==> src/sv/fca_pkg.sv <==
// Types, codes and the divider step for the FAT cluster address unit.
// No dependencies.
`default_nettype none
package fca_pkg;

  localparam logic [1:0] KIND_FAT12 = 2'd0;
  localparam logic [1:0] KIND_FAT16 = 2'd1;
  localparam logic [1:0] KIND_FAT32 = 2'd2;
  localparam logic [1:0] KIND_BAD   = 2'd3;

  localparam logic [2:0] REG_BYTES_PER_SECTOR    = 3'd0;
  localparam logic [2:0] REG_SECTORS_PER_CLUSTER = 3'd1;
  localparam logic [2:0] REG_RESERVED_SECTORS    = 3'd2;
  localparam logic [2:0] REG_FAT_COUNT           = 3'd3;
  localparam logic [2:0] REG_ROOT_ENTRIES        = 3'd4;
  localparam logic [2:0] REG_TOTAL_SMALL         = 3'd5;
  localparam logic [2:0] REG_TOTAL_LARGE         = 3'd6;
  localparam logic [2:0] REG_SECTORS_PER_FAT     = 3'd7;

  localparam int FAT_OFF_W  = 30;
  localparam int DIV_BITS   = 3;
  localparam int DIV_STAGES = FAT_OFF_W / DIV_BITS;

  localparam logic [31:0] FAT12_LIMIT = 32'd4085;
  localparam logic [31:0] FAT16_LIMIT = 32'd65525;
  localparam logic [27:0] EOC_FAT12   = 28'h0000FF8;
  localparam logic [27:0] EOC_FAT16   = 28'h000FFF8;
  localparam logic [27:0] EOC_FAT32   = 28'hFFFFFF8;
  localparam logic [15:0] MASK_FAT12  = 16'h0FFF;

  typedef struct packed {
    logic        mode;
    logic [27:0] cluster;
    logic [31:0] fat_word;
  } item_t;

  typedef struct packed {
    logic [1:0]  volume_kind;
    logic [31:0] data_sector;
    logic [31:0] table_sector;
    logic [11:0] entry_offset;
    logic [27:0] next_cluster;
    logic        end_of_chain;
  } result_t;

  typedef struct packed {
    logic [12:0]          rem;
    logic [FAT_OFF_W-1:0] dq;
  } div_t;

  typedef struct packed {
    logic        mode;
    logic [1:0]  kind;
    div_t        div;
    logic [31:0] prod;
    logic [27:0] next;
    logic        eoc;
  } pipe_t;

  // One restoring step: shift in the top dividend bit, subtract if it fits.
  function automatic div_t div_step(input div_t s, input logic [12:0] d);
    logic [13:0] sh;
    div_t o;
    sh = {s.rem, s.dq[FAT_OFF_W-1]};
    if (sh >= {1'b0, d}) begin
      o.rem = 13'(sh - {1'b0, d});
      o.dq  = {s.dq[FAT_OFF_W-2:0], 1'b1};
    end else begin
      o.rem = sh[12:0];
      o.dq  = {s.dq[FAT_OFF_W-2:0], 1'b0};
    end
    return o;
  endfunction

endpackage
`default_nettype wire

==> src/sv/fat_cluster_address_unit.sv <==
// FAT cluster address unit: volume geometry, cluster locate and FAT decode.
// Depends on fca_pkg.
`default_nettype none
// Usage: write the boot-sector fields through wr_en/wr_index/wr_data. After
// reset and after every register write the unit re-derives the volume type
// and first data sector; busy stays high while it does (a shift-subtract
// division for root sectors, a multiply and an add, then a shift-subtract
// division for cluster count). While busy is low one word may be issued
// every cycle with start. Each word gives one result word, shown for
// exactly one cycle with valid: the capture register loads on the edge
// that took it, then ten stages of the entry-offset divider (three quotient
// bits per stage over the 30-bit FAT byte offset) and the output register
// follow.
// The receiver cannot hold results off; nothing here stalls.
module fat_cluster_address_unit
  import fca_pkg::*;
(
  input  wire logic        clk,
  input  wire logic        rst,
  input  wire logic        start,
  output logic             busy,
  input  wire item_t       item,
  input  wire logic        wr_en,
  input  wire logic [2:0]  wr_index,
  input  wire logic [31:0] wr_data,
  output logic             valid,
  output result_t          result
);

  localparam logic [2:0] ST_IDLE  = 3'd0;
  localparam logic [2:0] ST_START = 3'd1;
  localparam logic [2:0] ST_ROOT  = 3'd2;
  localparam logic [2:0] ST_MUL   = 3'd3;
  localparam logic [2:0] ST_SUM   = 3'd4;
  localparam logic [2:0] ST_DATA  = 3'd5;
  localparam logic [2:0] ST_CLU   = 3'd6;

  // boot-sector registers
  logic [12:0] bytes_per_sector;
  logic [7:0]  sectors_per_cluster;
  logic [15:0] reserved_sectors;
  logic [7:0]  num_fats;
  logic [15:0] root_entries;
  logic [15:0] total_sectors_small;
  logic [31:0] total_sectors_large;
  logic [31:0] sectors_per_fat;

  // derived state
  logic [31:0] first_data_start;
  logic [1:0]  kind_cache;

  // geometry sequencer
  logic [2:0]  state;
  logic [4:0]  cnt;
  logic [12:0] drem;
  logic [31:0] ddq;
  logic [31:0] root_secs;
  logic [39:0] fat_secs;
  logic [40:0] meta;

  logic [12:0] ddiv;
  logic [13:0] dsh;
  logic        dge;
  logic [12:0] drem_next;
  logic [31:0] ddq_next;
  logic [31:0] total;

  assign busy  = (state != ST_IDLE);
  assign total = (total_sectors_small != 16'd0) ? {16'd0, total_sectors_small}
                                                : total_sectors_large;

  // one bit per cycle, shared by both geometry divisions
  always_comb begin
    ddiv      = (state == ST_ROOT) ? bytes_per_sector : {5'd0, sectors_per_cluster};
    dsh       = {drem, ddq[31]};
    dge       = (dsh >= {1'b0, ddiv});
    drem_next = dge ? 13'(dsh - {1'b0, ddiv}) : dsh[12:0];
    ddq_next  = {ddq[30:0], dge};
  end

  always_ff @(posedge clk) begin
    if (rst) begin
      bytes_per_sector    <= 13'd512;
      sectors_per_cluster <= 8'd1;
      reserved_sectors    <= 16'd1;
      num_fats            <= 8'd2;
      root_entries        <= 16'd512;
      total_sectors_small <= 16'd0;
      total_sectors_large <= 32'd0;
      sectors_per_fat     <= 32'd0;
      first_data_start    <= 32'd0;
      kind_cache          <= KIND_FAT12;
      state               <= ST_START;
      cnt                 <= 5'd0;
    end else if (wr_en) begin
      case (wr_index)
        REG_BYTES_PER_SECTOR:    bytes_per_sector    <= wr_data[12:0];
        REG_SECTORS_PER_CLUSTER: sectors_per_cluster <= wr_data[7:0];
        REG_RESERVED_SECTORS:    reserved_sectors    <= wr_data[15:0];
        REG_FAT_COUNT:           num_fats            <= wr_data[7:0];
        REG_ROOT_ENTRIES:        root_entries        <= wr_data[15:0];
        REG_TOTAL_SMALL:         total_sectors_small <= wr_data[15:0];
        REG_TOTAL_LARGE:         total_sectors_large <= wr_data;
        REG_SECTORS_PER_FAT:     sectors_per_fat     <= wr_data;
        default: ;
      endcase
      state <= ST_START;
    end else begin
      case (state)
        ST_START: begin
          drem <= 13'd0;
          cnt  <= 5'd0;
          if (bytes_per_sector != 13'd0) begin
            // ceil(entries*32 / bps)
            ddq   <= {11'd0, root_entries, 5'd0} + {19'd0, bytes_per_sector} - 32'd1;
            state <= ST_ROOT;
          end else begin
            root_secs <= 32'd0;
            state     <= ST_MUL;
          end
        end
        ST_ROOT: begin
          drem <= drem_next;
          ddq  <= ddq_next;
          cnt  <= cnt + 5'd1;
          if (cnt == 5'd31) begin
            root_secs <= ddq_next;
            state     <= ST_MUL;
          end
        end
        ST_MUL: begin
          fat_secs <= 40'(num_fats) * 40'(sectors_per_fat);
          state    <= ST_SUM;
        end
        ST_SUM: begin
          meta  <= 41'(reserved_sectors) + 41'(fat_secs) + 41'(root_secs);
          state <= ST_DATA;
        end
        ST_DATA: begin
          first_data_start <= meta[31:0];
          // data area saturates at zero
          ddq  <= ({9'd0, total} > meta) ? 32'(41'(total) - meta) : 32'd0;
          drem <= 13'd0;
          cnt  <= 5'd0;
          if (sectors_per_cluster == 8'd0) begin
            kind_cache <= KIND_BAD;
            state      <= ST_IDLE;
          end else begin
            state <= ST_CLU;
          end
        end
        ST_CLU: begin
          drem <= drem_next;
          ddq  <= ddq_next;
          cnt  <= cnt + 5'd1;
          if (cnt == 5'd31) begin
            if (ddq_next < FAT12_LIMIT)      kind_cache <= KIND_FAT12;
            else if (ddq_next < FAT16_LIMIT) kind_cache <= KIND_FAT16;
            else                             kind_cache <= KIND_FAT32;
            state <= ST_IDLE;
          end
        end
        default: state <= ST_IDLE;
      endcase
    end
  end

  // ---------------- item pipeline ----------------
  logic [DIV_STAGES:0] pv;
  pipe_t               pipe [0:DIV_STAGES];
  pipe_t               pipe_nx [1:DIV_STAGES];
  pipe_t               cap;

  logic [FAT_OFF_W-1:0] fat_off;
  logic [31:0]          cl_m2;
  logic [39:0]          prod_full;
  logic [15:0]          low16;

  // capture stage: FAT byte offset, cluster-to-sector product, decode
  always_comb begin
    case (kind_cache)
      KIND_FAT12: fat_off = 30'((31'(item.cluster) * 31'd3) >> 1);
      KIND_FAT16: fat_off = {1'b0, item.cluster, 1'b0};
      default:    fat_off = {item.cluster, 2'b00};
    endcase
    cl_m2     = {4'd0, item.cluster} - 32'd2;
    prod_full = 40'(cl_m2) * 40'(sectors_per_cluster);
    low16     = item.fat_word[15:0];

    cap.mode    = item.mode;
    cap.kind    = kind_cache;
    cap.div.rem = 13'd0;
    cap.div.dq  = fat_off;
    cap.prod    = prod_full[31:0];
    cap.next    = 28'd0;
    cap.eoc     = 1'b0;
    if (item.mode) begin
      case (kind_cache)
        KIND_FAT12: begin
          cap.next = item.cluster[0] ? {16'd0, low16[15:4]} : {12'd0, low16 & MASK_FAT12};
          cap.eoc  = (cap.next >= EOC_FAT12);
        end
        KIND_FAT16: begin
          cap.next = {12'd0, low16};
          cap.eoc  = (cap.next >= EOC_FAT16);
        end
        KIND_FAT32: begin
          cap.next = item.fat_word[27:0];
          cap.eoc  = (cap.next >= EOC_FAT32);
        end
        default: begin
          cap.next = 28'd0;
          cap.eoc  = 1'b1;
        end
      endcase
    end
  end

  // each stage retires DIV_BITS quotient bits
  always_comb begin
    for (int k = 1; k <= DIV_STAGES; k++) begin
      pipe_nx[k] = pipe[k-1];
      for (int j = 0; j < DIV_BITS; j++) begin
        pipe_nx[k].div = div_step(pipe_nx[k].div, bytes_per_sector);
      end
    end
  end

  always_ff @(posedge clk) begin
    if (rst) begin
      pv <= '0;
    end else begin
      pv <= {pv[DIV_STAGES-1:0], start & ~busy};
    end
  end

  always_ff @(posedge clk) begin
    pipe[0] <= cap;
    for (int k = 1; k <= DIV_STAGES; k++) begin
      pipe[k] <= pipe_nx[k];
    end
  end

  // output register
  pipe_t fin;
  assign fin = pipe[DIV_STAGES];

  always_ff @(posedge clk) begin
    if (rst) begin
      valid <= 1'b0;
    end else begin
      valid <= pv[DIV_STAGES];
    end
  end

  always_ff @(posedge clk) begin
    result.volume_kind  <= fin.kind;
    result.next_cluster <= fin.next;
    result.end_of_chain <= fin.eoc;
    if (fin.mode) begin
      result.data_sector  <= 32'd0;
      result.table_sector <= 32'd0;
      result.entry_offset <= 12'd0;
    end else begin
      result.data_sector <= first_data_start + fin.prod;
      if (fin.kind != KIND_BAD && bytes_per_sector != 13'd0) begin
        result.table_sector <= {16'd0, reserved_sectors} + 32'(fin.div.dq);
        result.entry_offset <= fin.div.rem[11:0];
      end else begin
        result.table_sector <= {16'd0, reserved_sectors};
        result.entry_offset <= 12'd0;
      end
    end
  end

endmodule
`default_nettype wire

==> config.mk <==
export PLATFORM = sky130hd
export DESIGN_NAME = fat_cluster_address_unit
export DESIGN_NICKNAME = d
export VERILOG_FILES = /design/src/sv/fca_pkg.sv /design/src/sv/fat_cluster_address_unit.sv
export SDC_FILE = /design/constraint.sdc
export NUM_CORES = 2
export LEC_CHECK = 0
export ABC_AREA = 1
export BUFFER_PORTS_ARGS = -buffer_cell sky130_fd_sc_hd__buf_2
export CAP_MARGIN = 20
export CORE_MARGIN = 2
export CORE_UTILIZATION = 40
export CTS_CLUSTER_DIAMETER = 80
export DETAILED_ROUTE_END_ITERATION = 16
export PLACE_DENSITY = 0.64
export SETUP_SLACK_MARGIN = 0.15
export SYNTH_ARGS = -nofsm -noshare
export SYNTH_HDL_FRONTEND = slang
export SYNTH_SLANG_ARGS = --single-unit
==> constraint.sdc <==
create_clock -name clk -period 9.9 [get_ports clk]
set_input_delay 1.98 -clock clk [delete_from_list [all_inputs] [get_ports clk]]
set_output_delay 1.98 -clock clk [all_outputs]
set_load 0.05 [all_outputs]
---- Word level (Yosys, flattened, before mapping) ----
Memory sizes are Yosys's and may differ from the RTL's.
Cells that the tools add are included.
storage, ports and cells
  RAM bits ................................ 1177
  output and inout port bits .............. 109
  word-level logic and storage cells ...... 222
  memories ................................ 1
  flip-flop bits (word level) ............. 459
operators by class
  reduce and logical (&&, ||, !) cells .... 32
  bitwise logic cells ..................... 5
  eq/ne operators ......................... 22
  muxes and demuxes ....................... 56
  magnitude comparators ................... 37
  add/subtract/negate cells ............... 40
  $mul .................................... 3
memory list
  memory  depth  width  rd ports  clocked after Yosys merged registers in  write ports  line                             RTL
  pipe    11     107    11        0                                        11           fat_cluster_address_unit.sv:170  pipe_t pipe [0:DIV_STAGES];
operators with widths
  operator                 number
  $mux W43                 30
  $ge A14 B13 Y1           31
  $sub A13 B13 Y13         31
  $mux W32                 5
  $pmux W32 S3             1
  $pmux W29 S3             1
  $pmux W32 S2             1
  $pmux W30 S2             1
  $add A16 B40 Y41         1
  $add A41 B32 Y41         1
  $gt A32 B41 Y1           1
  $mul A8 B32 Y40          1
  $add A32 B32 Y32         1
  $lt A32 B12 Y1 const B   1
  $lt A32 B16 Y1 const B   1
  $mul A32 B8 Y32          1
  $sub A32 B32 Y32         1
  $add A16 B30 Y31         1
  $mul A28 B2 Y30 const B  1
  $mux W29                 1
  $sub A28 B2 Y29 const B  1
  $ge A28 B28 Y1 const B   1
  $mux W28                 1
  $mux W13                 2
  36 further kinds         77

---- Logic depth before layout (Yosys ltp) ----
  depth in word-level cells ............... 8
  mapped depth ............................ 43
  mapped depth without buffers ............ 39

---- Least setup slack after synthesis ----
No wires, ideal clock.
  kind .................................... register to register
  start point ............................. register bytes_per_sector[1]
  end point ............................... memory pipe[6][96] in the netlist's numbering
  arrival ................................. 7.007 ns
  stages on the path, launching flop included .. 38
  setup slack ............................. 2.780 ns
  library setup time ...................... 0.113 ns
  buffers on the path ..................... 3
  period minus slack after synthesis ...... 7.120 ns
  cells stage by stage .................... dfxtp_1 -> inv_1 -> fa_1 -> nand3_1 -> nand2_2 -> nand3_1 -> nand2_1 -> nand3_2 -> nand3_4 -> inv_2 -> buf_6 -> or2_2 -> o21ai_2 -> inv_1 -> fa_1 -> o21ai_1 -> a21oi_1 -> o21ai_1 -> [... 2 more ...] -> nand2_2 -> nand3_4 -> nor2_8 -> buf_6 -> nand2_1 -> o21ai_2 -> fa_1 -> inv_1 -> nor2_1 -> nor2_1 -> o21ai_1 -> a21boi_0 -> o221ai_1 -> a21oi_1 -> nand3_4 -> buf_6 -> nand2_1 -> nand2_1
RTL lines
  what                      line                             RTL
  start: declaration        fat_cluster_address_unit.sv:39   logic [12:0] bytes_per_sector;
  start signal: assignment  fat_cluster_address_unit.sv:97   REG_BYTES_PER_SECTOR: bytes_per_sector <= wr_data[12:0];
  end: declaration          fat_cluster_address_unit.sv:170

==> summary.md <==
| Metric | Value |
|---|---|
| CP startpoint kind | flip-flop |
| Initial antenna violation count | 21 |
| Met1 WL | ~110000 µm |
| Async SR Flop Fraction | 0 |
| Arrival @ worst endpoint | 8.51 ns |
| Vias per inst | 5.111 |
| Critical path peak fanout | 26 |
| Nets@finish | 11880 |
| Total CTS buffers | 171 |
| Number of synthesized register bits | around 1600 |
| Synthesized area per cell | 8.415 µm² |
| Tmin final | roughly 8 ns |
| Number of synthesized flops with an enable pin | 158 |
| Vias in the first global route | 68970 |
| Starting Density | 0.4017 |
| Final Cycle Share | 0.7861 |
| Most common cell after layout, fill and taps aside | nand2_1 |
| Synth Flop Type | dfxtp_1 |
| Die area | 224200 µm² |
| Met2 wire len | between 100000 and 150000 µm |
| Tightest Pin Transition | around 1.1 ns |
| Post-DP Area | 92130 µm² |
| Setup Fix Bufs, Post-CTS | 0 |
| Clock transition at the registers of the reported paths | 0.06 ns |
| Endpoints failing setup | 0 |
| DPL Wire Length | 191200 µm |
| Clock skew | ~0.064 ns |
| Post-Route Utilization | 0.4473 |
| Crit path top cell by count | nand2_1 |
| DRC violations left | 0 |
| WL final | 244100 µm |
| Hold WC Path Type | flip-flop to flip-flop |
| Chip Width | 473.5 µm |
| CTS tree | built |
| PortBufs | 203 |
| Most frequent cells in the layout | nand2_1 (2057), dfxtp_1 (1463), inv_1 (1351), nor2_1 (887), a21oi_1 (795) |
| Crit path capture type | flip-flop |
| Total negative slack | 0 ns |
| Post-Syn Area | between 80000 and 90000 µm² |
| Worst Path Required | around 11 ns |
| Global route overflow | 0 |
| Syn-to-layout area delta | 11.36% |
| Starting DRT DRC Count | 5425 |
| Post_cts resized | 0 |
| Fill cell count | about 21000 |
| Syn_nets | 11690 |
| Highest routed layer | met5 |
| Pin count of the biggest net entering global routing | 110 |
| WS Path Type | flip-flop to flip-flop |
| Post-synth cell types | 78 |
| Ys Warns | 0 |
| Per-cell routed wire length | 17.81 µm |
| CP max stage delay | 0.57 ns |
| ANT nets after route | 0 |
| Hold_buf cts | 0 |
| Final Max Slew Viols | 0 |
| Maximum clock path buffer count | 3 |
| Peak Freq | 128.5 MHz |
| Skew-Pair Late Insertion Delay | 0.85 ns |
| Share of cells above drive strength 1 | 0.07458 |
| Die Ht | 473.5 µm |
| Cell area after layout | between 90000 and 100000 µm² |
| Outcome | completed |
| DR vias | 70030 |
| CORE AREA | 219500 µm² |
| CP max stage cell | inv_1 |
| Post-synthesis sequential area ratio | 0.3862 |
| RSZ-0062 raised after global routing | no |
| All-Layer GR Usage | 0.2143 |
| First-pass GRT wire length | 381000 µm |
| Clock root buffer | clkbuf_16 |
| Final hold vios | 0 |
| Slew headroom | 0.2812 |
| Gpl congestion | 0.9474 |
| Site row count | 172 |
| IO Pins | 209 |
| First-pass iteration count of the detailed router | 7 |
| WL met3 | 13030 µm |
| Clock Sinks | 1622 |
| Syn Inst Count | around 10000 |
| Max_cap viols | 0 |
| CTS HTree Levels | 4 |
per-layer routing:
layer | GRT usage | vias up
li1 | - | 34600
met1 | 0.2784 | 33090
met2 | 0.3575 | 1895
met4 | 0.08540 | 20
met3 | 0.03092 | 427
met5 | 0 | -
through the flow:
stage,hold slack [ns],std cells,worst slack (ns)
after floorplan,0.3096,10480,2.780
after global placement,0.3100,13370,1.636
after detailed placement,0.3121,13370,1.611
after CTS,0.2905,13690,2.181
after global routing,0.3004,13700,1.352
final,0.2941,13700,2.118
worst paths after layout:
check	slack, ns	endpoint	cells past startpoint	start
max	2.12	pipe[4][102]	31	bytes_per_sector[9]
min	0.29	pipe[5][73]	0	pipe[4][70]
min reg2reg	0.29	pipe[5][73]	0	pipe[4][70]
max reg2reg	2.12	pipe[4][102]	31	bytes_per_sector[9]
final cells by class:
type | instances | area, µm² | share of cell area
Timing Repair Buffer | 268 | 1599 | 0.01628
Clock buffer | 218 | 4700 | 0.04786
Clock inverter | 100 | 1296 | 0.01320
Inverter | 1387 | 5215 | 0.05311
Antenna cell | 9 | 22.52 | 0.0002294
Sequential cell | 1622 | 34050 | 0.3468
Tap cell | 2871 | 3592 | 0.03658
Multi-Input combinational cell | 7226 | 47720 | 0.4859
state kept, by name, indices dropped and copies added, names as in the netlist, 11 cells and up:
name / count
result: 106
root_entries: 16
first_data_start: 32
drem: 13
total_sectors_large: 32
root_secs: 32
pv: 11
pipe: 1163
reserved_sectors: 16
total_sectors_small: 16
bytes_per_sector: 13
meta: 41
sectors_per_fat: 32
fat_secs: 40
ddq: 32
cells by family after synthesis:
| logic type | after synthesis | share of synthesized area |
|---|---|---|
| other cells | 1 | 0.00004253 |
| flops | 1622 | 0.3862 |
| buf+inv | 1631 | 0.07303 |
| simple gates | 3690 | 0.1765 |
| xor+xnor | 491 | 0.04877 |
| compound gates | 1934 | 0.1250 |
| fa+ha+maj | 1108 | 0.1903 |
| mux | 2 | 0.0002412 |
worst max-delay path, delay by kind of cell, from the launching register on:
family                   cells  cell delay, ns
adder cells (fa/ha/maj)      3            1.27
AO/OA/AOI/OAI               13            3.32
buffers and inverters        4            1.18
AND/OR/NAND/NOR             11            1.49
flip-flops                   1            0.37
cell usage after synthesis, types with 15 or more instances:
cell | n | area share
nand2_1 | 2057 | 0.088
dfxtp_1 | 1464 | 0.33
inv_1 | 1360 | 0.058
nor2_1 | 890 | 0.038
a21oi_1 | 795 | 0.045
ha_1 | 720 | 0.10
o21ai_0 | 576 | 0.033
fa_1 | 388 | 0.088
nand3_1 | 364 | 0.021
xor2_1 | 314 | 0.031
xnor2_1 | 177 | 0.018
clkbuf_1 | 175 | 0.0074
edfxtp_1 | 158 | 0.054
o21ai_1 | 108 | 0.0061
nand4_1 | 99 | 0.0070
nor3_1 | 93 | 0.0053
o21ai_2 | 63 | 0.0063
a21o_1 | 58 | 0.0049
a31oi_1 | 56 | 0.0040
o21bai_1 | 47 | 0.0040
o221ai_1 | 46 | 0.0046
o2111ai_1 | 40 | 0.0040
nor4_1 | 35 | 0.0025
nand2_2 | 29 | 0.0021
buf_2 | 26 | 0.0015
buf_6 | 24 | 0.0031
nand3_2 | 24 | 0.0027
o21a_1 | 24 | 0.0020
or2_2 | 23 | 0.0016
a21oi_2 | 20 | 0.0020
inv_2 | 20 | 0.00085
a211oi_1 | 19 | 0.0016
o211ai_1 | 18 | 0.0015
buf_4 | 15 | 0.0013
Power is not shown: default switching activity piles up to over one toggle a cycle in this logic, so the estimate is an artifact.
